## src/design/lpr_pkg.sv

```systemverilog
// Shared types and constants of the length-prefixed record ring.
package lpr_pkg;

   localparam int unsigned HDR_BYTES = 8;
   localparam int unsigned LANES     = 8;
   localparam int unsigned WORD_BITS = 64;
   localparam int unsigned LEN_BITS  = 9;
   // Span values at or above this cap behave alike against a nine-bit length.
   localparam int unsigned SPAN_CAP  = 512;

   typedef enum logic [2:0] {
      OP_ENQ_BEGIN  = 3'd0,
      OP_ENQ_BYTE   = 3'd1,
      OP_DEQ_START  = 3'd2,
      OP_DEQ_FINISH = 3'd3,
      OP_READ_BYTE  = 3'd4
   } lpr_op_type;

   typedef enum logic [1:0] {
      ST_OK      = 2'd0,
      ST_NO_ROOM = 2'd1,
      ST_EMPTY   = 2'd2,
      ST_ORDER   = 2'd3
   } lpr_status_type;

   typedef enum logic [1:0] {
      KIND_PLAIN  = 2'd0,
      KIND_HEADER = 2'd1,
      KIND_FETCH  = 2'd2
   } lpr_kind_type;

   typedef struct packed {
      lpr_status_type status;
      lpr_kind_type   kind;
      logic [2:0]     lane;
      logic [9:0]     first_offset;
      logic [9:0]     limit;
      logic [9:0]     room;
   } lpr_issue_type;

endpackage

```

## src/design/lpr_mem.sv

```systemverilog
// Word-organised ring store with byte-lane write enables and a registered read.
module lpr_mem #(
   parameter int unsigned WORDS = 64
) (
   input  logic                                clock,
   input  logic                                wr_en,
   input  logic [lpr_pkg::LANES-1:0]           wr_mask,
   input  logic [$clog2(WORDS)-1:0]            wr_addr,
   input  logic [lpr_pkg::WORD_BITS-1:0]       wr_data,
   input  logic                                rd_en,
   input  logic [$clog2(WORDS)-1:0]            rd_addr,
   output logic [lpr_pkg::WORD_BITS-1:0]       rd_data
);

   logic [lpr_pkg::WORD_BITS-1:0] mem_ff [WORDS];
   logic [lpr_pkg::WORD_BITS-1:0] rd_data_ff;

   always_ff @(posedge clock) begin
      for (int i = 0; i < lpr_pkg::LANES; i++) begin
         if (wr_en && wr_mask[i]) begin
            mem_ff[wr_addr][8*i +: 8] <= wr_data[8*i +: 8];
         end
      end
      if (rd_en) begin
         rd_data_ff <= mem_ff[rd_addr];
      end
   end

   assign rd_data = rd_data_ff;

endmodule

```

## config.mk

```make
export PLATFORM = sky130hd
export DESIGN_NAME = lpr_mem
export DESIGN_NICKNAME = d
export VERILOG_FILES = /design/src/design/lpr_pkg.sv /design/src/design/lpr_mem.sv
export SDC_FILE = /design/constraint.sdc
export NUM_CORES = 2
export LEC_CHECK = 0
export BUFFER_PORTS_ARGS = -buffer_cell sky130_fd_sc_hd__buf_2
export CAP_MARGIN = 20
export CORE_UTILIZATION = 45
export CTS_CLUSTER_DIAMETER = 30
export DETAILED_ROUTE_END_ITERATION = 16
export SLEW_MARGIN = 20
export SYNTH_ARGS = -nofsm -noshare
export SYNTH_HDL_FRONTEND = slang
export SYNTH_SLANG_ARGS = --single-unit
```

## constraint.sdc

```tcl
create_clock -name clock -period 3 [get_ports clock]
set_input_delay 0.45 -clock clock [delete_from_list [all_inputs] [get_ports clock]]
set_output_delay 0.45 -clock clock [all_outputs]
set_load 0.05 [all_outputs]
```

==> flow_summary.yaml <==
synthesis:
  synth_area_leader_cell: "edfxtp_1"
  yosys_warnings: 0
  syn_area_um2: 158000
  synth.most_common_cell: "edfxtp_1"
  synthCells: 7077
  synth_nets: 7164
  synth.top_cell.area_share_pct: 78.8
  synth_edf_count: 4160
  ys.flop_type: "edfxtp_1"
  synth_area_leaders: "edfxtp_1, mux4_2, nor2_1, a22oi_1, buf_2"
  yosysUniqueCellTypes: 32
  synthArstFlopShare_pct: 0
  seq_area_frac_synth_pct: 78.8
  synth_common_cells: "edfxtp_1, mux4_2, nor2_1"
  ys_seq_elements: 4160
  avgSynthCellArea_um2: 22.4
worst_setup_path:
  crit_family: "flip-flops"
  critPathKind: "reg2out"
  rrSetupSlack_ns: 0.84
  slowest_delay_ns: 0.58
  worstReg2RegEnd: "rd_data[56]$_DFFE_PP_"
  r2r_cells: 4
  path_max_fanout: 1
  cp_num_buf_inv: 1
  endpoint_kind: "primary output"
  cp.required_ns: 2.55
  path_cells: "buf_2"
  crit_slowest_cell: "edfxtp_1"
  cp-start-kind: "flip-flop"
  worstPathArrival_ns: 1.99
  r2r_start: "mem_ff[14][56]$_DFFE_PP_"
clock_network:
  path_clk_slew_ns: 0.05
  clock_path_buffers: 4
  post_cts_buffers: 0
  cts_made_buffers: 734
  cts_root_buf: "clkbuf_16"
  htreeDepth: 6
  clk_latency_ns: 1.07
  cts_tree: "done"
  clock_sinks: 4160
flow_run:
  cap_violations: 0
grt:
  grt_max_degree: 65
  grt_pass1_wl_mm: 647
  grt_pass1_vias: 84717
  overflow: 0
  grt_usage_pct: 25.9
  antenna_found_initial: 46
placed_design:
  portBuffers: 150
  globalplace.congestion: 0.864
  placed_area_um2: 172000
  placed_cells: 12337
  hpwlAfterDp_mm: 297
route:
  detail_route.wl_per_cell_um: 33.6
  wl_met1_mm: 175
  dr.pass1.iters: 6
  drc: 0
  ant_nets: 0
  first_iter_violations: 10923
  vias: 83388
  routed.top_layer: "met5"
  vias_per_cell: 6.05
  drt-total-wl_mm: 463
  dr_wl_met2_mm: 218
  wl_met3_mm: 50.5
floorplan:
  io_pins: 151
  die_y_um: 595
  num_rows: 217
  core-area_um2: 350000
  start_util_pct: 45.3
  die_w_um: 595
  fp.dieArea_um2: 355000
min_path:
  min-delay-start: "wr_data[32]"
  hold_path_depth: 1
  hold_end: "mem_ff[13][32]$_DFFE_PP_"
  hp-class: "in2reg"
cells_and_area:
  final_util_pct: 56.4
  nNetsFinal: 8610
  drive_above_1_share_pct: 36.4
  finalNonFillerCells: 13775
  stdcell_area_um2: 197000
  n_fill_cell: 25455
  area_delta_synth_final_pct: 24.5
pwr:
  power_leakage_nw: 65.0
  p_per_area_nw_per_um2: 782
  max-vdd-ir-drop_mv: 0.645
timing:
  hold_viol_final: 0
  drv_slew: 0
  rsz0062_at_grt: "false"
  clock_skew_ns: 0.0470
  finalCritPeriodShare_pct: 81.3
  finalSetupViolations: 0
  tightest_slew_ns: 1.17
  finalCriticalPeriod_ns: 2.44
  slew-limit-headroom_pct: 21.9
  max_freq_mhz: 410
run_status:
  status: "finished clean"
state kept, by name (all words and copies together), names as in the netlist:
signal and count:
mem_ff 4096, rd_data 64
worst max-delay path by stage:
stage,to,cells after the start,startpoint
3_5_place_dp,rd_data[56]$_DFFE_PP_,7,rd_addr[2]
2_1_floorplan,rd_data[47]$_DFFE_PP_,8,rd_addr[0]
5_1_grt,rd_data[63],1,rd_data[63]$_DFFE_PP_
6_report,rd_data[35],1,rd_data[35]$_DFFE_PP_
4_1_cts,rd_data[35],1,rd_data[35]$_DFFE_PP_
3_3_place_gp,rd_data[56]$_DFFE_PP_,7,rd_addr[2]
layout make-up:
class                           instances  area [um^2]  area share [%]
Clock inverter                        549         6400            3.25
Antenna cell                           17         42.5          0.0216
Sequential cell                      4160       125000            63.3
Multi-Input combinational cell       2483        31700            16.1
Timing Repair Buffer                 1143         9700            4.92
Clock buffer                          823        18800            9.53
Tap cell                             4599         5750            2.92
Inverter                                1         3.75         0.00190
metal layers:
| metal | vias up | GRT usage (%) |
|---|---|---|
| li1 | 33317 | - |
| met1 | 44615 | 35.0 |
| met2 | 4664 | 40.4 |
| met3 | 776 | 6.99 |
| met4 | 16 | 10.2 |
| met5 | - | 0 |
stage by stage:
| step | setup WS, ns | setup TNS (ns) | hold slack [ns] | power [W] |
|---|---|---|---|---|
| 2_1_floorplan | 0.696 | 0 | 0.549 | 0.0689 |
| 3_3_place_gp | -0.0624 | -0.140 | 0.672 | 0.0721 |
| 3_5_place_dp | -0.0697 | -0.558 | 0.677 | 0.0723 |
| 4_1_cts | 0.495 | 0 | 0.00505 | 0.155 |
| 5_1_grt | 0.537 | 0 | 0.0547 | 0.158 |
| 6_report | 0.560 | 0 | 0.0297 | 0.154 |
report_power, final:
part           switching, W  internal, W  leakage, nW
clock                0.0296       0.0536         12.0
sequential         0.000183       0.0644         37.4
combinational       0.00426      0.00236         15.5
timing repair:
item / in CTS / in global routing
hold endpoints to repair: 1218 / 69
hold buffers: 46 / 3
resized for setup: 0 / 0
cells in the final DEF (no fill, tap or decap), types with 4 or more instances in the layout:
cell           count
nor3b_1            6
buf_4            843
o221ai_1          64
and3b_1            4
buf_12           107
o211a_1           64
bufinv_16         93
a211oi_1          63
nor2b_4            4
o22ai_1          103
clkinv_16         23
a22oi_1          256
dlygate4sd3_1     49
clkinv_4          53
nand2_2           25
clkbuf_16        739
nand3_1          128
clkbuf_1          84
mux2i_1           89
inv_8              6
nand2_1           50
clkinv_1         118
clkinv_8           8
mux4_2          1024
nor2_1           553
clkinvlp_4        80
clkinv_2         104
edfxtp_1        4160
a21oi_1           24
buf_2            142
inv_16            12
inv_6             52
diode_2           17
kinds of logic (layout without fill, tap and decap cells):
family / count (synthesis) / after routing / synth area share [%]
buffers and inverters: 434 / 2516 / 1.25
other: 0 / 17 / 0
DFF: 4160 / 4160 / 78.8
AOI/OAI and AO/OA: 575 / 575 / 2.76
and+or+nand+nor: 795 / 795 / 2.05
muxes: 1113 / 1113 / 15.1
(Power assumes the default switching activity.)
