`src/design/lpr_pkg.sv`:
```
// Shared types and constants of the length-prefixed record ring.
package lpr_pkg;

   localparam int unsigned HDR_BYTES = 8;
   localparam int unsigned LANES     = 8;
   localparam int unsigned WORD_BITS = 64;
   localparam int unsigned LEN_BITS  = 9;
   // Span values at or above this cap behave alike against a nine-bit length.
   localparam int unsigned SPAN_CAP  = 512;

   typedef enum logic [2:0] {
      OP_ENQ_BEGIN  = 3'd0,
      OP_ENQ_BYTE   = 3'd1,
      OP_DEQ_START  = 3'd2,
      OP_DEQ_FINISH = 3'd3,
      OP_READ_BYTE  = 3'd4
   } lpr_op_type;

   typedef enum logic [1:0] {
      ST_OK      = 2'd0,
      ST_NO_ROOM = 2'd1,
      ST_EMPTY   = 2'd2,
      ST_ORDER   = 2'd3
   } lpr_status_type;

   typedef enum logic [1:0] {
      KIND_PLAIN  = 2'd0,
      KIND_HEADER = 2'd1,
      KIND_FETCH  = 2'd2
   } lpr_kind_type;

   typedef struct packed {
      lpr_status_type status;
      lpr_kind_type   kind;
      logic [2:0]     lane;
      logic [9:0]     first_offset;
      logic [9:0]     limit;
      logic [9:0]     room;
   } lpr_issue_type;

endpackage

```
`src/design/lpr_ctrl.sv`:
```
// Pointer state, space checks and store access for each accepted transfer.
module lpr_ctrl #(
   parameter int unsigned RING_BYTES = 512
) (
   input  logic                                       clock,
   input  logic                                       reset,
   input  logic                                       accept,
   input  logic [2:0]                                 operation,
   input  logic [8:0]                                 record_bytes,
   input  logic [7:0]                                 data_byte,
   input  logic [8:0]                                 byte_offset,
   output lpr_pkg::lpr_issue_type                     issue,
   output logic                                       wr_en,
   output logic [lpr_pkg::LANES-1:0]                  wr_mask,
   output logic [$clog2(RING_BYTES)-4:0]              wr_addr,
   output logic [lpr_pkg::WORD_BITS-1:0]              wr_data,
   output logic                                       rd_en,
   output logic [$clog2(RING_BYTES)-4:0]              rd_addr
);

   localparam int unsigned PW = $clog2(RING_BYTES);
   localparam int unsigned CW = (PW + 1 > 10) ? PW + 1 : 10;
   localparam int unsigned SW = ((PW > 10) ? PW : 10) + 1;
   localparam int unsigned RW = PW + 4;
   localparam logic [PW:0] RING_P  = (PW+1)'(RING_BYTES);
   localparam logic [PW:0] HDR_P   = (PW+1)'(lpr_pkg::HDR_BYTES);
   localparam logic [PW:0] ALIGN_P = (PW+1)'(lpr_pkg::HDR_BYTES - 1);

   logic [PW-1:0] rp_ff, rp_in;
   logic [PW-1:0] wp_ff, wp_in;
   logic [PW-1:0] fc_ff, fc_in;
   logic [8:0]    left_ff, left_in;
   logic          open_ff, open_in;

   logic [PW:0]   gap, free_b, used_b;
   logic [CW-1:0] need;
   logic [PW:0]   hdr_end;
   logic [PW-1:0] wp_hdr;
   logic [PW:0]   fc_sum;
   logic [PW-1:0] fc_step;
   logic [PW:0]   fc_al;
   logic [PW-1:0] commit_pos;
   logic [9:0]    step;
   logic [SW-1:0] rp_sum;
   logic [PW-1:0] rp_adv;
   logic [PW:0]   start, room_full, limit_full;
   logic [RW-1:0] off_red;
   logic [PW-1:0] off_mod;

   // Occupancy of the ring; both pointers always sit on header boundaries.
   always_comb begin
      if (rp_ff == wp_ff) begin
         gap = RING_P;
      end else if (rp_ff > wp_ff) begin
         gap = {1'b0, rp_ff} - {1'b0, wp_ff};
      end else begin
         gap = RING_P - ({1'b0, wp_ff} - {1'b0, rp_ff});
      end
      free_b = gap - HDR_P;
      used_b = (rp_ff == wp_ff) ? '0 : RING_P - gap;
      need   = CW'(record_bytes) + CW'(lpr_pkg::HDR_BYTES);
   end

   // Pointer arithmetic with wrap at the ring end.
   always_comb begin
      hdr_end    = {1'b0, wp_ff} + HDR_P;
      wp_hdr     = (hdr_end >= RING_P) ? PW'(hdr_end - RING_P) : hdr_end[PW-1:0];
      fc_sum     = {1'b0, fc_ff} + (PW+1)'(1);
      fc_step    = (fc_sum >= RING_P) ? '0 : fc_sum[PW-1:0];
      fc_al      = ({1'b0, fc_step} + ALIGN_P) & ~ALIGN_P;
      commit_pos = (fc_al >= RING_P) ? '0 : fc_al[PW-1:0];
      step       = (10'(record_bytes) + 10'(2 * lpr_pkg::HDR_BYTES - 1))
                   & ~10'(lpr_pkg::HDR_BYTES - 1);
      rp_sum     = SW'(rp_ff) + SW'(step);
      rp_adv     = (rp_sum >= SW'(RING_BYTES)) ? PW'(rp_sum - SW'(RING_BYTES))
                                               : PW'(rp_sum);
      start      = {1'b0, rp_ff} + HDR_P;
      room_full  = RING_P - start;
      limit_full = used_b - HDR_P;
   end

   // Fetch offset reduced modulo the ring size by a short restoring chain.
   always_comb begin
      logic [RW-1:0] v;
      v = RW'(byte_offset);
      for (int k = 3; k >= 0; k--) begin
         if (v >= (RW'(RING_BYTES) << k)) begin
            v = v - (RW'(RING_BYTES) << k);
         end
      end
      off_red = v;
      off_mod = PW'(off_red);
   end

   always_comb begin
      rp_in   = rp_ff;
      wp_in   = wp_ff;
      fc_in   = fc_ff;
      left_in = left_ff;
      open_in = open_ff;
      issue.status       = lpr_pkg::ST_OK;
      issue.kind         = lpr_pkg::KIND_PLAIN;
      issue.lane         = off_mod[2:0];
      issue.first_offset = 10'(start);
      issue.limit        = (CW'(limit_full) > CW'(lpr_pkg::SPAN_CAP))
                           ? 10'(lpr_pkg::SPAN_CAP) : 10'(limit_full);
      issue.room         = (CW'(room_full) > CW'(lpr_pkg::SPAN_CAP))
                           ? 10'(lpr_pkg::SPAN_CAP) : 10'(room_full);
      wr_en   = 1'b0;
      wr_mask = '1;
      wr_addr = wp_ff[PW-1:3];
      wr_data = lpr_pkg::WORD_BITS'(record_bytes);
      rd_en   = 1'b0;
      rd_addr = rp_ff[PW-1:3];
      case (operation)
         lpr_pkg::OP_ENQ_BEGIN: begin
            if (open_ff) begin
               issue.status = lpr_pkg::ST_ORDER;
            end else if (CW'(free_b) < need) begin
               issue.status = lpr_pkg::ST_NO_ROOM;
            end else begin
               wr_en = accept;
               fc_in = wp_hdr;
               if (record_bytes == '0) begin
                  wp_in = wp_hdr;
               end else begin
                  left_in = record_bytes;
                  open_in = 1'b1;
               end
            end
         end
         lpr_pkg::OP_ENQ_BYTE: begin
            if (!open_ff) begin
               issue.status = lpr_pkg::ST_ORDER;
            end else begin
               wr_en   = accept;
               wr_mask = lpr_pkg::LANES'(1) << fc_ff[2:0];
               wr_addr = fc_ff[PW-1:3];
               wr_data = {lpr_pkg::LANES{data_byte}};
               fc_in   = fc_step;
               left_in = left_ff - 9'd1;
               if (left_ff == 9'd1) begin
                  open_in = 1'b0;
                  wp_in   = commit_pos;
               end
            end
         end
         lpr_pkg::OP_DEQ_START: begin
            if (used_b == '0) begin
               issue.status = lpr_pkg::ST_EMPTY;
            end else begin
               issue.kind = lpr_pkg::KIND_HEADER;
               rd_en      = accept;
            end
         end
         lpr_pkg::OP_DEQ_FINISH: begin
            if (used_b == '0) begin
               issue.status = lpr_pkg::ST_EMPTY;
            end else if (CW'(step) > CW'(used_b)) begin
               issue.status = lpr_pkg::ST_ORDER;
            end else begin
               rp_in = rp_adv;
            end
         end
         lpr_pkg::OP_READ_BYTE: begin
            issue.kind = lpr_pkg::KIND_FETCH;
            rd_en      = accept;
            rd_addr    = off_mod[PW-1:3];
         end
         default: begin
            issue.status = lpr_pkg::ST_ORDER;
         end
      endcase
   end

   always_ff @(posedge clock) begin
      if (reset) begin
         rp_ff   <= '0;
         wp_ff   <= '0;
         fc_ff   <= '0;
         left_ff <= '0;
         open_ff <= 1'b0;
      end else if (accept) begin
         rp_ff   <= rp_in;
         wp_ff   <= wp_in;
         fc_ff   <= fc_in;
         left_ff <= left_in;
         open_ff <= open_in;
      end
   end

`ifndef SYNTH
   a_ptr_aligned: assert property (@(posedge clock) disable iff (reset)
      rp_ff[2:0] == 3'd0 && wp_ff[2:0] == 3'd0)
      else $error("ring pointer off a header boundary");

   a_open_has_bytes: assert property (@(posedge clock) disable iff (reset)
      open_ff |-> left_ff != 9'd0)
      else $error("open record with no bytes outstanding");

   a_ptr_range: assert property (@(posedge clock) disable iff (reset)
      {1'b0, rp_ff} < RING_P && {1'b0, wp_ff} < RING_P && {1'b0, fc_ff} < RING_P)
      else $error("ring pointer beyond the ring end");
`endif

endmodule

```
`config.mk`:
```
export PLATFORM = sky130hd
export DESIGN_NAME = lpr_ctrl
export DESIGN_NICKNAME = d
export VERILOG_FILES = /design/src/design/lpr_pkg.sv /design/src/design/lpr_ctrl.sv
export SDC_FILE = /design/constraint.sdc
export NUM_CORES = 1
export LEC_CHECK = 0
export ABC_AREA = 1
export BUFFER_PORTS_ARGS = -buffer_cell sky130_fd_sc_hd__buf_2
export CAP_MARGIN = 10
export CORE_MARGIN = 1
export CORE_UTILIZATION = 51
export CTS_CLUSTER_SIZE = 12
export DETAILED_ROUTE_END_ITERATION = 10
export GPL_ROUTABILITY_DRIVEN = 0
export MAX_ROUTING_LAYER = met4
export PLACE_DENSITY_LB_ADDON = 0.1
export RECOVER_POWER = 25
export SLEW_MARGIN = 20
export SYNTH_ARGS = -nofsm -noshare
export SYNTH_HDL_FRONTEND = slang
export SYNTH_SLANG_ARGS = --single-unit
export TNS_END_PERCENT = 100
```
`constraint.sdc`:
```
create_clock -name clock -period 7.38 [get_ports clock]
set_clock_uncertainty 0.15 [all_clocks]
set_input_delay 2.214 -clock clock [delete_from_list [all_inputs] [get_ports clock]]
set_output_delay 2.214 -clock clock [all_outputs]
set_load 0.005 [all_outputs]
```
==> impl_metrics.ini <==
[worst_setup_path]
data_arrival_time_at_the_worst_slack_endpoint_ns = 4.49
cp_data_required_time_ns = 5.02
cp-end-kind = primary output
timing.rr.end = left_ff[8]$_SDFFE_PP0P_
critPathKind = primary input to primary output
crit_path_start_kind = primary input
regToRegSetupSlack_ns = 1.83
reg2reg_depth = 22
crit_start = record_bytes[2]
worstReg2RegStart = rp_ff[3]$_SDFFE_PP0P_
critPathCapture = issue[36]
crit_fanout = 4

[final_layout]
mostFrequentLayoutCell = sky130_fd_sc_hd__nand2_1
final_util = 0.592
diodes = 0
synthToLayoutAreaGrowth_pct = 9.72
layout.cells.most_common_list = sky130_fd_sc_hd__nand2_1, sky130_fd_sc_hd__buf_2, sky130_fd_sc_hd__inv_1
fill_cells = 842
drive_above_1_share = 0.228
nNetsFinal = 890
finish.instance_area_mm2 = 0.00496

[timing]
fin_crit_ns = 6.85
slew_violations = 0
timing_worst_slew_pin_value_ns = 0.987
final-setup-viol-count = 0
max-slew-margin-rel = 0.336
fin_setup_tns_ns = 0
layout_setup_ws_ns = 0.530
rsz0062_at_grt = false
post_route_fraction_of_the_period_consumed_by_the_critical_path = 0.928
timing.final.hold_violations = 0
fmax_mhz = 146
fin_worst_hold_slack_ns = 0.354

[logic_synthesis]
synth.yosys.seq_area_share = 0.137
async_reset_ff_frac = 0
synthesis.yosys.warnings = 0
postSynth.topFlopCell = sky130_fd_sc_hd__dfxtp_1
ffs_latches_synth = 31
synth_edf_count = 0
netlist-cell-type-count = 41
synth.avg_cell_area_um2 = 6.14
synth_area_mm2 = 0.00452
syn-instance-count = 736

[clocking]
cts_resized = 0
postCtsSetupRepairBufs = 0
number_of_sinks_handled_by_clock_tree_synthesis = 31
worst_setup_hold_path_clk_slew_ns = 0.07
cts_inserted_buffers = 5
htree_levels = 2
clk_latency_ns = 0.28
clock_tree_from_tritoncts = done
clk_root_buffer_cell = sky130_fd_sc_hd__clkbuf_8
post_cts_hold_buffer_count = 0
max-clock-path-buffers = 2

[grt]
gr-usage-all-layers = 0.256
number_of_antenna_violations_at_the_first_check_in_global_routing = 0
gr-total-overflow = 0
first_global_vias = 3969
grt_pass1_wl_um = 18100
maximum_number_of_pins_on_one_net_before_global_route_repair = 38

[place]
placedInstanceArea_mm2 = 0.00488
preCtsSetupSlack_ns = 0.549
numPortBuffers = 139
dp_hpwl_um = 9700

[pwr]
static_leakage_uw = 0.00277
maximum_resistive_drop_on_vdd_uv = 138
pwr_density_cell_mw_per_mm2 = 230

[routing]
average_via_count_per_standard_cell = 5.21
remaining_drc_errors = 0
wire_per_inst_um = 12.8
ant_nets = 0
drt-total-wl_um = 11800
vias = 4807
first_pass_iters = 5
drtIter0Drc = 286

[floorplanning]
floorplan.rows = 33
start_util = 0.539
io_pins = 155
die_w_um = 96.1
die_area_mm2 = 0.00924
die_h_um = 96.1
core_mm2 = 0.00838

[hold_path]
worst_hold_path_type = flop to flop

[outcome]
outcome = finished clean

[job]
cap_viol_max_count = 0
## cells by family (layout without fill, tap and decap cells)
| group | Yosys count | after routing | share of synthesized area |
|---|---|---|---|
| AND/OR/NAND/NOR | 332 | 332 | 0.341 |
| adder cells (fa/ha/maj) | 42 | 42 | 0.118 |
| other | 1 | 9 | 0.000830 |
| AO/OA/AOI/OAI | 111 | 111 | 0.132 |
| flip-flops | 31 | 31 | 0.137 |
| multiplexers | 1 | 1 | 0.00221 |
| buffers and inverters | 186 | 259 | 0.207 |
| XOR/XNOR | 32 | 32 | 0.0620 |
## layout make-up
class	count	area, um^2	area share
clock inverters	2	35.0	0.00707
multi-input cells	527	2970	0.598
flip-flops and latches	31	621	0.125
repair buffers	143	718	0.145
well taps	105	131	0.0265
inverters	108	405	0.0818
clock buffers	6	82.6	0.0167
## through the flow
| stage | power (uW) | std cells |
|---|---|---|
| after floorplan | 768 | 744 |
| after global placement | 948 | 914 |
| after detailed placement | 973 | 914 |
| after CTS | 1150 | 922 |
| after global routing | 1260 | 922 |
| final | 1140 | 922 |
## critical path: stages
cell and delay [ns]:
sky130_fd_sc_hd__clkbuf_1 0.11, sky130_fd_sc_hd__nor3_1 0.39, sky130_fd_sc_hd__inv_1 0.11, sky130_fd_sc_hd__a21oi_1 0.25, sky130_fd_sc_hd__o21ai_0 0.13, sky130_fd_sc_hd__nand2_1 0.07, sky130_fd_sc_hd__inv_1 0.06, sky130_fd_sc_hd__ha_1 0.31
sky130_fd_sc_hd__nand2_1 0.06, sky130_fd_sc_hd__nor2_1 0.14, sky130_fd_sc_hd__nand2_1 0.08, sky130_fd_sc_hd__o211ai_1 0.10, sky130_fd_sc_hd__nand2_1 0.13, sky130_fd_sc_hd__nand2_1 0.09, sky130_fd_sc_hd__nand2_1 0.05, sky130_fd_sc_hd__nand3_1 0.09
sky130_fd_sc_hd__buf_2 0.12
## cells in the mapped netlist (all sizes together), types with 14 or more instances
| cell | number | share of area |
|---|---|---|
| a21oi | 39 | 0.043 |
| buf | 68 | 0.11 |
| dfxtp | 31 | 0.14 |
| ha | 41 | 0.11 |
| inv | 107 | 0.089 |
| nand2 | 159 | 0.14 |
| nand3 | 54 | 0.063 |
| nand4 | 16 | 0.024 |
| nor2 | 78 | 0.074 |
| nor3 | 14 | 0.018 |
| o21ai | 55 | 0.061 |
| xor2 | 22 | 0.043 |
## layer usage
layer  up-vias  global-route usage  share of wire
met5         -                   -              0
met1      2184               0.333           0.46
li1       2462                   -              -
met2       151               0.416           0.48
met3        10              0.0292          0.051
met4         0              0.0759          0.012
## report_power, final
part           switching (uW)  internal [uW]
clock                    66.0            109
sequential               15.3            178
combinational             466            303
## registers in the layout, indices dropped and copies added (netlist names)
register  flops
open_ff       1
fc_ff         9
wp_ff         6
rp_ff         6
left_ff       9
## worst min-delay path by stage
stage,startpoint,slack (ns),depth (start not counted),end
after global placement,fc_ff[8]$_SDFFE_PP0P_,0.33,2,fc_ff[8]$_SDFFE_PP0P_
after detailed placement,left_ff[8]$_SDFFE_PP0P_,0.35,2,left_ff[8]$_SDFFE_PP0P_
after global routing,fc_ff[8]$_SDFFE_PP0P_,0.39,2,fc_ff[8]$_SDFFE_PP0P_
after floorplan,fc_ff[8]$_SDFFE_PP0P_,0.31,2,fc_ff[8]$_SDFFE_PP0P_
after CTS,left_ff[8]$_SDFFE_PP0P_,0.36,2,left_ff[8]$_SDFFE_PP0P_
final,fc_ff[8]$_SDFFE_PP0P_,0.35,2,fc_ff[8]$_SDFFE_PP0P_
(Power assumes the default switching activity.)
