$ cat config.mk
export PLATFORM = sky130hd
export DESIGN_NAME = lpr_resp
export DESIGN_NICKNAME = d
export VERILOG_FILES = /design/src/design/lpr_pkg.sv /design/src/design/lpr_resp.sv
export SDC_FILE = /design/constraint.sdc
export NUM_CORES = 1
export LEC_CHECK = 0
export CAP_MARGIN = 20
export CORE_MARGIN = 3
export CORE_UTILIZATION = 50
export DETAILED_ROUTE_END_ITERATION = 8
export DONT_BUFFER_PORTS = 1
export PLACE_DENSITY = 0.74
export SETUP_SLACK_MARGIN = 0.02
export SLEW_MARGIN = 40
export SYNTH_ARGS = -nofsm -noshare
export SYNTH_HDL_FRONTEND = slang
export SYNTH_SLANG_ARGS = --single-unit
export TNS_END_PERCENT = 100
$ cat constraint.sdc
create_clock -name clock -period 6.5 [get_ports clock]
set_input_delay 1.3 -clock clock [delete_from_list [all_inputs] [get_ports clock]]
set_output_delay 1.3 -clock clock [all_outputs]
set_load 0.01 [all_outputs]
$ cat src/design/lpr_pkg.sv
// Shared types and constants of the length-prefixed record ring.
package lpr_pkg;

   localparam int unsigned HDR_BYTES = 8;
   localparam int unsigned LANES     = 8;
   localparam int unsigned WORD_BITS = 64;
   localparam int unsigned LEN_BITS  = 9;
   // Span values at or above this cap behave alike against a nine-bit length.
   localparam int unsigned SPAN_CAP  = 512;

   typedef enum logic [2:0] {
      OP_ENQ_BEGIN  = 3'd0,
      OP_ENQ_BYTE   = 3'd1,
      OP_DEQ_START  = 3'd2,
      OP_DEQ_FINISH = 3'd3,
      OP_READ_BYTE  = 3'd4
   } lpr_op_type;

   typedef enum logic [1:0] {
      ST_OK      = 2'd0,
      ST_NO_ROOM = 2'd1,
      ST_EMPTY   = 2'd2,
      ST_ORDER   = 2'd3
   } lpr_status_type;

   typedef enum logic [1:0] {
      KIND_PLAIN  = 2'd0,
      KIND_HEADER = 2'd1,
      KIND_FETCH  = 2'd2
   } lpr_kind_type;

   typedef struct packed {
      lpr_status_type status;
      lpr_kind_type   kind;
      logic [2:0]     lane;
      logic [9:0]     first_offset;
      logic [9:0]     limit;
      logic [9:0]     room;
   } lpr_issue_type;

endpackage

$ cat src/design/lpr_resp.sv
// Issue stage and result register: finishes header checks and byte selection.
module lpr_resp (
   input  logic                              clock,
   input  logic                              reset,
   input  logic                              accept,
   input  lpr_pkg::lpr_issue_type            issue,
   input  logic [lpr_pkg::WORD_BITS-1:0]     rd_data,
   output logic                              busy,
   output logic                              rsp_valid,
   input  logic                              rsp_stall,
   output logic [1:0]                        rsp_status,
   output logic [8:0]                        rsp_entry_length,
   output logic [9:0]                        rsp_first_offset,
   output logic [8:0]                        rsp_first_length,
   output logic [8:0]                        rsp_second_length,
   output logic [7:0]                        rsp_fetched_byte
);

   logic                   s1_valid_ff, s1_valid_in;
   lpr_pkg::lpr_issue_type s1_issue_ff;
   logic                   rsp_valid_ff, rsp_valid_in;
   logic [1:0]             status_ff, status_in;
   logic [8:0]             elen_ff, elen_in;
   logic [9:0]             foff_ff, foff_in;
   logic [8:0]             flen_ff, flen_in;
   logic [8:0]             slen_ff, slen_in;
   logic [7:0]             fetch_ff, fetch_in;
   logic                   advance;
   logic [8:0]             hdr_len;
   logic                   hdr_bad;

   assign advance = s1_valid_ff && (!rsp_valid_ff || !rsp_stall);
   assign busy    = s1_valid_ff && !advance;

   always_comb begin
      s1_valid_in  = accept ? 1'b1 : (advance ? 1'b0 : s1_valid_ff);
      rsp_valid_in = advance ? 1'b1 : (rsp_valid_ff && rsp_stall);
   end

   always_comb begin
      hdr_len   = rd_data[lpr_pkg::LEN_BITS-1:0];
      hdr_bad   = (|rd_data[lpr_pkg::WORD_BITS-1:lpr_pkg::LEN_BITS])
                  || ({1'b0, hdr_len} > s1_issue_ff.limit);
      status_in = s1_issue_ff.status;
      elen_in   = '0;
      foff_in   = '0;
      flen_in   = '0;
      slen_in   = '0;
      fetch_in  = '0;
      case (s1_issue_ff.kind)
         lpr_pkg::KIND_HEADER: begin
            if (hdr_bad) begin
               status_in = lpr_pkg::ST_ORDER;
            end else begin
               elen_in = hdr_len;
               foff_in = s1_issue_ff.first_offset;
               if ({1'b0, hdr_len} > s1_issue_ff.room) begin
                  flen_in = s1_issue_ff.room[8:0];
                  slen_in = hdr_len - s1_issue_ff.room[8:0];
               end else begin
                  flen_in = hdr_len;
               end
            end
         end
         lpr_pkg::KIND_FETCH: begin
            fetch_in = rd_data[8*s1_issue_ff.lane +: 8];
         end
         default: begin
            status_in = s1_issue_ff.status;
         end
      endcase
   end

   always_ff @(posedge clock) begin
      if (reset) begin
         s1_valid_ff  <= 1'b0;
         rsp_valid_ff <= 1'b0;
      end else begin
         s1_valid_ff  <= s1_valid_in;
         rsp_valid_ff <= rsp_valid_in;
      end
   end

   always_ff @(posedge clock) begin
      if (accept) begin
         s1_issue_ff <= issue;
      end
      if (advance) begin
         status_ff <= status_in;
         elen_ff   <= elen_in;
         foff_ff   <= foff_in;
         flen_ff   <= flen_in;
         slen_ff   <= slen_in;
         fetch_ff  <= fetch_in;
      end
   end

   assign rsp_valid         = rsp_valid_ff;
   assign rsp_status        = status_ff;
   assign rsp_entry_length  = elen_ff;
   assign rsp_first_offset  = foff_ff;
   assign rsp_first_length  = flen_ff;
   assign rsp_second_length = slen_ff;
   assign rsp_fetched_byte  = fetch_ff;

`ifndef SYNTH
   a_accept_fills_issue: assert property (@(posedge clock) disable iff (reset)
      accept |=> s1_valid_ff)
      else $error("accepted transfer missing from the issue stage");

   a_busy_only_when_blocked: assert property (@(posedge clock) disable iff (reset)
      busy |-> rsp_valid_ff && rsp_stall)
      else $error("issue stage held without a stalled result");
`endif

endmodule

==> metrics.txt, run 1 <==
fmax=316.8 MHz; Cell Chain, Critical Path=inv_1, ha_1, fa_1, and2b_1, o2111ai_1, and4bb_2, or3_1, a21oi_1; sequential cell area fraction in the yosys report=59.62%; CP max stage cell=and4bb_2; Critical Path AT=3340 ps; Tcrit/Tclk final=48.57%; HPWL Detailed=7216 microns; drt wl/cell=22.70 microns; Gates resized, CTS repair=0; final hold vios=0; HP Class=register to register; Initial DRC Count=173; number of distinct library cells after synthesis=44; Die ar.=0.009745 sq mm; I/O pin count=154; CP Class=primary input to register; Congestion Overflow GR=0; Pins Over Slew Limit=0; status=finished clean; most common flop cell mapped by yosys=edfxtp_1; skew final=11.73 ps; Initial Utilization=51.79%; H-tree depth=3; dpl cell area=0.004409 sq mm; TritonRoute pass-1 iters=5; DR vias=2651; CTS tree=done; Syn Nets=434; Worst EP required=6690 ps; crit end category=register; DRC Markers=0; Fillers=681; Multi-input gate area=0.001618 sq mm; Max-slew headroom=50.23%; Global Route Usage Sum=19.84%; core area=0.008299 sq mm; Gate Count Post-Synth=310; pin count of the biggest net entering global routing=48; register area=0.002562 sq mm; worst slew pin tran=741.5 ps; crit path buf inv count=1; antenna violations before repair=1; Hold-fix buffers, CTS=0; vias per inst=6.267; CTS root buf=clkbuf_8; Final setup viols=0; RSZ-0062 raised after global routing=no; Port Buffer Count=0; number of global-route vias before repair=2694; Clock Path Buffers=2; Avg Inst Size Synth=13.86 sq um; Die Height=98.72 microns; Detail Route Antenna Nets=0; Top delay family on crit path=simple AND/OR/NAND/NOR gates; Worst R2R Setup Slack=3890 ps; total power=1233 uW; maximum vdd ir drop=150.4 uV; final instance area=0.004642 sq mm; row cnt=33; GP Congestion=0.8103; crit-path max FO=17; max-cap violations=0; Synth-to-Final Area Change=8.006%; YS warnings=0; CP Launch Type=primary input; power per cell area=265.6 mW/mm^2; Yosys reg bits=86; Period minus WS final=3157 ps; mapped cell area=0.004298 sq mm; WL final=9602 microns; CTS clk-pin slew, worst paths=90 ps; Post-synth EDFFs=84; Post CTS Setup Buffer Count=0; LEAKAGE=0.001605 uW; Setup TNS=0 ps; share of layout cells above drive strength 1=12.93%; Post-layout nets=436; Clock Sinks=86; die extent in x=98.72 microns; fraction of registers with async set/reset=0%; clk_lat worst skew=350 ps; CTS Buf Count=9; global-route wire length before repair=14650 microns; Final Util=55.93%; crit-path max cell delay=390 ps
==> layout by cell type, fill, tap and decap left out, drive strengths merged, types with 3 or more instances in the layout <==
cell      n
nor2     16
edfxtp   84
nor4     12
xnor2     6
mux2i     8
ha       18
nand4     3
and2     17
nor3     14
or3      10
clkbuf    9
nand2b    4
o21ai    13
mux4     16
nand2     5
and4      4
a21oi    16
inv      24
o2111ai   3
==> area by class of cell <==
type	count	area share, %
well taps	105	2.830
multi-input cells	192	34.85
repair buffers	2	0.4852
inverters	21	1.698
clock buffers	9	2.668
clock inverters	7	2.210
diodes	1	0.05391
flip-flops and latches	86	55.20
==> worst min-delay path, cell delays in order (launching register included) <==
cell and delay [ps]:
dfxtp_1 360, a21oi_1 50, nor2_1 80
==> cells by family (layout without fill, tap and decap cells) <==
| kind of cell | after synthesis | after routing | share of synthesized area [%] |
|---|---|---|---|
| simple gates | 96 | 96 | 13.42 |
| flops | 86 | 86 | 59.62 |
| buf+inv | 32 | 39 | 3.086 |
| compound gates | 47 | 47 | 6.696 |
| other cells | 0 | 1 | 0 |
| xor+xnor | 6 | 6 | 1.223 |
| mux | 24 | 24 | 10.25 |
| fa+ha+maj | 19 | 19 | 5.706 |
==> routing by layer <==
layer	track usage, %	routed length, microns
met5	0	0
met2	31.72	4678
met4	6.618	190
met1	25.32	3644
met3	7.148	1088
==> metrics by stage <==
stage          hold slack, ps  instances  worst slack (ps)
2_1_floorplan           444.0        310              1250
3_5_place_dp            494.9        406              3006
5_1_grt                 547.3        423              3190
3_3_place_gp            465.2        405              3088
6_report                518.7        423              3343
4_1_cts                 524.2        422              3344
==> report_power, final <==
group	internal [uW]	leakage (uW)	total [uW]	switching (uW)
combinational	66.1	0.000696	138	71.7
clock	221	0.000111	421	200
sequential	646	0.000798	674	27.9
total	934	0.00160	1230	299
==> flip-flops by register name, indices dropped and copies added, names as in the netlist <==
| signal | cells |
|---|---|
| rsp_first_length | 9 |
| rsp_fetched_byte | 8 |
| rsp_second_length | 9 |
| s1_valid_ff | 1 |
| rsp_entry_length | 9 |
| rsp_valid | 1 |
| s1_issue_ff | 37 |
| rsp_first_offset | 10 |
| rsp_status | 2 |
==> synthesized netlist by cell type (2+ instances only) <==
cell | instances | area, sq um
o21bai_1 | 2 | 15.01
dfxtp_1 | 2 | 40.04
o211ai_1 | 2 | 15.01
buf_2 | 4 | 20.02
a211o_1 | 2 | 17.52
inv_1 | 21 | 78.83
mux4_2 | 16 | 360.4
o21ai_0 | 3 | 15.01
and4_1 | 4 | 35.03
nor2_1 | 16 | 60.06
nor3_1 | 13 | 65.06
a21oi_1 | 16 | 80.08
o2111ai_1 | 3 | 26.28
a31oi_1 | 2 | 12.51
xnor2_1 | 6 | 52.55
and2_1 | 17 | 106.4
buf_1 | 2 | 7.510
or3_1 | 10 | 62.56
o21ai_1 | 10 | 50.05
a21o_1 | 2 | 15.01
nor2b_1 | 2 | 12.51
nand4_1 | 3 | 18.77
ha_1 | 18 | 225.2
edfxtp_1 | 84 | 2522
a211oi_1 | 2 | 15.01
nand2_1 | 5 | 18.77
mux2i_1 | 8 | 80.08
nor4_1 | 11 | 68.82
or4_1 | 2 | 15.01
nand4b_1 | 2 | 17.52
clkbuf_1 | 4 | 15.01
nand2b_1 | 4 | 25.02
==> worst paths after layout <==
kind                                                from                                 to  cells past startpoint
worst max-delay path                          rd_data[0]  rsp_first_length[8]$_SDFFCE_PP0P_                      8
worst min-delay path            s1_valid_ff$_SDFFE_PP0P_               rsp_valid$_SDFF_PP0_                      2
worst max register to register  s1_issue_ff[0]$_DFFE_PP_  rsp_first_length[8]$_SDFFCE_PP0P_                      7
worst min register to register  s1_valid_ff$_SDFFE_PP0P_               rsp_valid$_SDFF_PP0_                      2
(Power assumes the default switching activity.)
==> run 2, diff against run 1 <==
clock period = 3.14 ns   (was 6.5 ns; I/O delays follow)
==> metrics.txt, run 2 (synthesized netlist as in run 1, its figures left out) <==
skew final=10.05 ps (-1.682 ps); clk_lat worst skew=360 ps (about the same); CP Launch Type=register; Max-slew headroom=50.00% (-0.23 points); Fillers=659 (-3.2%); Clock Path Buffers=2 (unchanged); CTS root buf=clkbuf_8; Net Sw Power=618.8 uW (+110%); Post-layout nets=438 (+0.46%); dpl cell area=0.004417 sq mm (+0.17%); antenna violations before repair=0 (-1); Switching Share=25.10% (+0.81 points); internal power=1847 uW (+98%); Die ar.=0.009745 sq mm (unchanged); fmax=380.8 MHz; Post CTS Setup Buffer Count=0 (unchanged); maximum vdd ir drop=373.7 uV (+150%); Cells on Worst Hold Path=1 (-1); Gates resized, CTS repair=0 (unchanged); combinational share of power=11.7% (+0.5 points); Worst R2R Start=s1_issue_ff[0]$_DFFE_PP_; drt wl/cell=23.20 microns (+2.2%); share of layout cells above drive strength 1=13.17% (+0.23 points); Pins Over Slew Limit=0 (unchanged); Worst R2R Setup Slack=510 ps (-3380 ps); HP Class=primary input to register; CTS tree=done; final instance area=0.004619 sq mm (-0.49%); Setup TNS=0 ps (unchanged); Hold-fix buffers, CTS=0 (unchanged); Initial DRC Count=184 (+6.4%); Hold Crit Start=reset; H-tree depth=3 (unchanged); DRC Markers=0 (unchanged); final hold vios=0 (unchanged); Synth-to-Final Area Change=7.482%; GP Congestion=0.8555 (+5.6%); LEAKAGE=0.001594 uW (-0.69%); Clock Sinks=86 (unchanged); Critical R2R Capture=rsp_first_length[3]$_SDFFCE_PP0P_; CP max stage cell=edfxtp_1; crit-path max cell delay=440 ps (+50 ps); # diodes=0 (-1); Period minus WS final=2626 ps; commonest non-fill, non-tap cell in the layout=edfxtp_1; Detail Route Antenna Nets=0 (unchanged); Cell Chain, Critical Path=ha_1, fa_1, and2b_1, o2111ai_1, and4bb_2, or3_1, a21oi_1; row cnt=33 (unchanged); Initial Utilization=51.79% (unchanged); HPWL Detailed=7445 microns (+3.2%); Worst Reg2Reg Path Length in Cells=7 (unchanged); worst slew pin tran=745.0 ps (+3.463 ps); CP Class=register to register; register with the highest flop count=s1_issue_ff; Worst EP required=3340 ps (-3350 ps); Final setup viols=0 (unchanged); CTS Buf Count=9 (unchanged); die extent in x=98.72 microns (unchanged); Final Util=55.66% (-0.27 points); Seq pwr share=56.4% (+1.7 points); Critical Path AT=2830 ps (-510 ps); max-cap violations=0 (unchanged); vias per inst=6.236 (-0.50%); number of global-route vias before repair=2681 (-0.48%); crit end category=register; TritonRoute pass-1 iters=4 (-1); crit-path max FO=17 (unchanged); global-route wire length before repair=14900 microns (+1.7%); core area=0.008299 sq mm (unchanged); power per cell area=533.7 mW/mm^2 (+100%); CTS clk-pin slew, worst paths=90 ps (about the same); Clock Power Share=31.9% (-2.2 points); DR vias=2644 (-0.26%); Die Height=98.72 microns (unchanged); Tcrit/Tclk final=83.64%; I/O pin count=154 (unchanged); pin count of the biggest net entering global routing=39 (-19%); status=finished clean; Global Route Usage Sum=20.40% (+0.56 points); Hold EP=s1_valid_ff$_SDFFE_PP0P_; Congestion Overflow GR=0 (unchanged); max reg flops=37 (unchanged); RSZ-0062 raised after global routing=no; most frequent cells in the layout=edfxtp_1, inv_1, ha_1, and2_1; Top delay family on crit path=simple AND/OR/NAND/NOR gates; crit path buf inv count=0 (-1); Port Buffer Count=0 (unchanged); WL final=9838 microns (+2.5%)
==> run 2: changes by cell type in the layout (fill, tap and decap cells not counted) <==
cell | previous run | this run
clkbuf_1 | 0 | 1
inv_6 | 3 | 1
diode_2 | 1 | 0
bufinv_16 | 2 | 1
buf_8 | 1 | 0
clkinvlp_4 | 1 | 2
buf_4 | 1 | 4
clkinv_4 | 1 | 2
==> run 2: power by group through the flow <==
| stage | Clock, uW | Sequential (uW) | Combinational [uW] |
|---|---|---|---|
| floorplan | 0 | 1400 | 246 |
| global placement | 0 | 1420 | 281 |
| detailed placement | 0 | 1420 | 287 |
| CTS | 802 | 1390 | 288 |
| global route | 842 | 1400 | 324 |
| finish | 787 | 1390 | 289 |
==> run 2: final cells by class <==
| cell class | count | area [sq um] | share of cell area [%] |
|---|---|---|---|
| Multi-Input combinational cell | 192 | 1618 | 35.02 |
| Timing Repair Buffer | 4 | 30.03 | 0.6501 |
| Sequential cell | 86 | 2562 | 55.47 |
| Tap cell | 105 | 131.4 | 2.844 |
| Clock inverter | 6 | 71.32 | 1.544 |
| Inverter | 21 | 78.83 | 1.706 |
| Clock buffer | 10 | 127.6 | 2.763 |
==> run 2: how the worst max path moves through the flow <==
stage                                              to  depth (start not counted)                      from
floorplan           rsp_first_length[7]$_SDFFCE_PP0P_                          9                rd_data[0]
global placement    rsp_first_length[7]$_SDFFCE_PP0P_                          8                rd_data[0]
detailed placement  rsp_first_length[6]$_SDFFCE_PP0P_                          8                rd_data[0]
CTS                 rsp_first_length[3]$_SDFFCE_PP0P_                          7  s1_issue_ff[0]$_DFFE_PP_
global route        rsp_first_length[2]$_SDFFCE_PP0P_                          7  s1_issue_ff[0]$_DFFE_PP_
finish              rsp_first_length[3]$_SDFFCE_PP0P_                          7  s1_issue_ff[0]$_DFFE_PP_
==> run 2: stage by stage <==
stage	total power [uW]	std cells	setup slack [ps]	hold WS (ps)
after floorplan	1643	310	421.3	443.3
after global placement	1697	408	409.1	468.4
after detailed placement	1704	408	310.1	493.9
after CTS	2481	424	531.1	317.1
after global routing	2565	424	379.0	315.2
final	2466	424	513.8	337.6
==> run 2: per-layer routing <==
metal	GRT usage (%)	vias up	share of wire [%]
met5	0	-	0
met4	6.197	0	1.6
met3	8.422	13	12
met2	32.66	147	48
met1	25.55	1268	39
li1	-	1216	-
==> run 3, diff against run 2 <==
clock period = 2.6 ns   (was 3.14 ns; I/O delays follow)
==> metrics.txt, run 3 (synthesized netlist as in run 1, its figures left out) <==
Clock Sinks=86 (unchanged); TritonRoute pass-1 iters=4 (unchanged); Hold-fix buffers, CTS=0 (unchanged); CTS clk-pin slew, worst paths=90 ps (about the same); max reg flops=37 (unchanged); antenna violations before repair=0 (unchanged); Pins Over Slew Limit=0 (unchanged); GP Congestion=0.8923 (+4.3%); dpl cell area=0.004459 sq mm (+0.96%); Post-layout nets=441 (+0.68%); HP Class=primary input to register; number of global-route vias before repair=2792 (+4.1%); share of layout cells above drive strength 1=14.91% (+1.7 points); clk_lat worst skew=350 ps (about the same); DR vias=2718 (+2.8%); Setup TNS=0 ps (unchanged); Critical Path AT=2600 ps (-230 ps); register with the highest flop count=s1_issue_ff; Port Buffer Count=0 (unchanged); Die Height=98.72 microns (unchanged); most frequent cells in the layout=edfxtp_1, inv_1, ha_1, and2_1; row cnt=33 (unchanged); Tcrit/Tclk final=93.44% (+9.8 points); skew final=9.864 ps (-0.1847 ps); CTS root buf=clkbuf_8; crit-path max FO=9 (-8); commonest non-fill, non-tap cell in the layout=edfxtp_1; drt wl/cell=23.56 microns (+1.5%); LEAKAGE=0.001620 uW (+1.7%); Detail Route Antenna Nets=0 (unchanged); Initial DRC Count=103 (-44%); Post CTS Setup Buffer Count=0 (unchanged); final hold vios=0 (unchanged); Fillers=669 (+1.5%); Synth-to-Final Area Change=8.734%; Final setup viols=0 (unchanged); WL final=10060 microns (+2.2%); Die ar.=0.009745 sq mm (unchanged); RSZ-0062 raised after global routing=no; HPWL Detailed=7663 microns (+2.9%); core area=0.008299 sq mm (unchanged); pin count of the biggest net entering global routing=48 (+23%); die extent in x=98.72 microns (unchanged); status=finished clean; Congestion Overflow GR=0 (unchanged); power per cell area=644.1 mW/mm^2 (+21%); vias per inst=6.365 (+2.1%); max-cap violations=0 (unchanged); global-route wire length before repair=15280 microns (+2.5%); post-placement cell count=411 (+0.74%); worst slew pin tran=647.2 ps (-97.80 ps); H-tree depth=3 (unchanged); Global Route Usage Sum=20.56% (+0.16 points); CP Launch Type=register; Max-slew headroom=56.60% (+6.6 points); Initial Utilization=51.79% (unchanged); final instance area=0.004673 sq mm (+1.2%); # diodes=0 (unchanged); Worst EP required=2770 ps (-570 ps); final cell count without fillers=427 (+0.71%); maximum vdd ir drop=479.0 uV (+28%); fmax=411.6 MHz (+8.1%); I/O pin count=154 (unchanged); DRC Markers=0 (unchanged); CP Class=register to register; CTS Buf Count=9 (unchanged); register area=0.002562 sq mm (unchanged); Clock Path Buffers=2 (unchanged); CTS tree=done; crit end category=register; Multi-input gate area=0.001629 sq mm (+0.70%); Period minus WS final=2429 ps (-196.9 ps)
run 3: changes by cell type in the layout (fill, tap and decap cells not counted), sizes merged:
cell | before | now
buf | 4 | 7
clkbuf | 10 | 9
inv | 22 | 23
run 3: path summary, 6_finish.rpt:
check	startpoint	endpoint	slack [ps]	cells past startpoint
worst min register to register	s1_valid_ff$_SDFFE_PP0P_	rsp_valid$_SDFF_PP0_	510	2
worst max-delay path	s1_issue_ff[0]$_DFFE_PP_	rsp_second_length[8]$_SDFFCE_PP0P_	170	8
worst min-delay path	reset	rsp_valid$_SDFF_PP0_	230	1
worst max register to register	s1_issue_ff[0]$_DFFE_PP_	rsp_second_length[8]$_SDFFCE_PP0P_	170	8
run 3: per-stage QoR:
step                hold slack, ps  worst slack (ps)  power (uW)  utilization [%]
floorplan                    443.3             22.68        1987                -
global placement             465.4             94.34        2058            53.73
detailed placement           474.8            -38.90        2073            53.73
CTS                          216.5             99.46        3029            56.22
global route                 210.5             51.77        3149            56.31
finish                       233.0             170.7        3010            56.31
run 3: routing by layer:
metal	part of all wire, %	track usage, %	vias to the layer above	wire length (microns)
met4	0.61	5.357	0	61
met2	51	34.69	154	5101
li1	-	-	1215	-
met5	0	0	-	0
met1	39	25.72	1344	3890
met3	10	6.723	5	1005
run 3: final cells by class:
class                           count  share of cell area [%]
Clock buffer                        9                   2.651
Clock inverter                      7                   1.767
Timing Repair Buffer                7                   1.392
Inverter                           21                   1.687
Sequential cell                    86                   54.83
Tap cell                          105                   2.811
Multi-Input combinational cell    192                   34.86
run 3: critical path, stage by stage (launching register included):
cell and delay, ps:
edfxtp_1 440, ha_1 240, fa_1 370, and2b_2 280, o2111ai_2 130, buf_4 170
a21oi_1 200, o21ai_2 190, nor3_1 240
run 3: what timing repair did:
item	in CTS	in global routing
hold endpoints to repair	0	0
setup endpoints to repair	0	14
gates resized for setup	0	2
run 3: where the power goes:
group | switching (uW) | internal [uW]
registers | 62.5 | 1620
logic | 194 | 173
clock network | 507 | 457
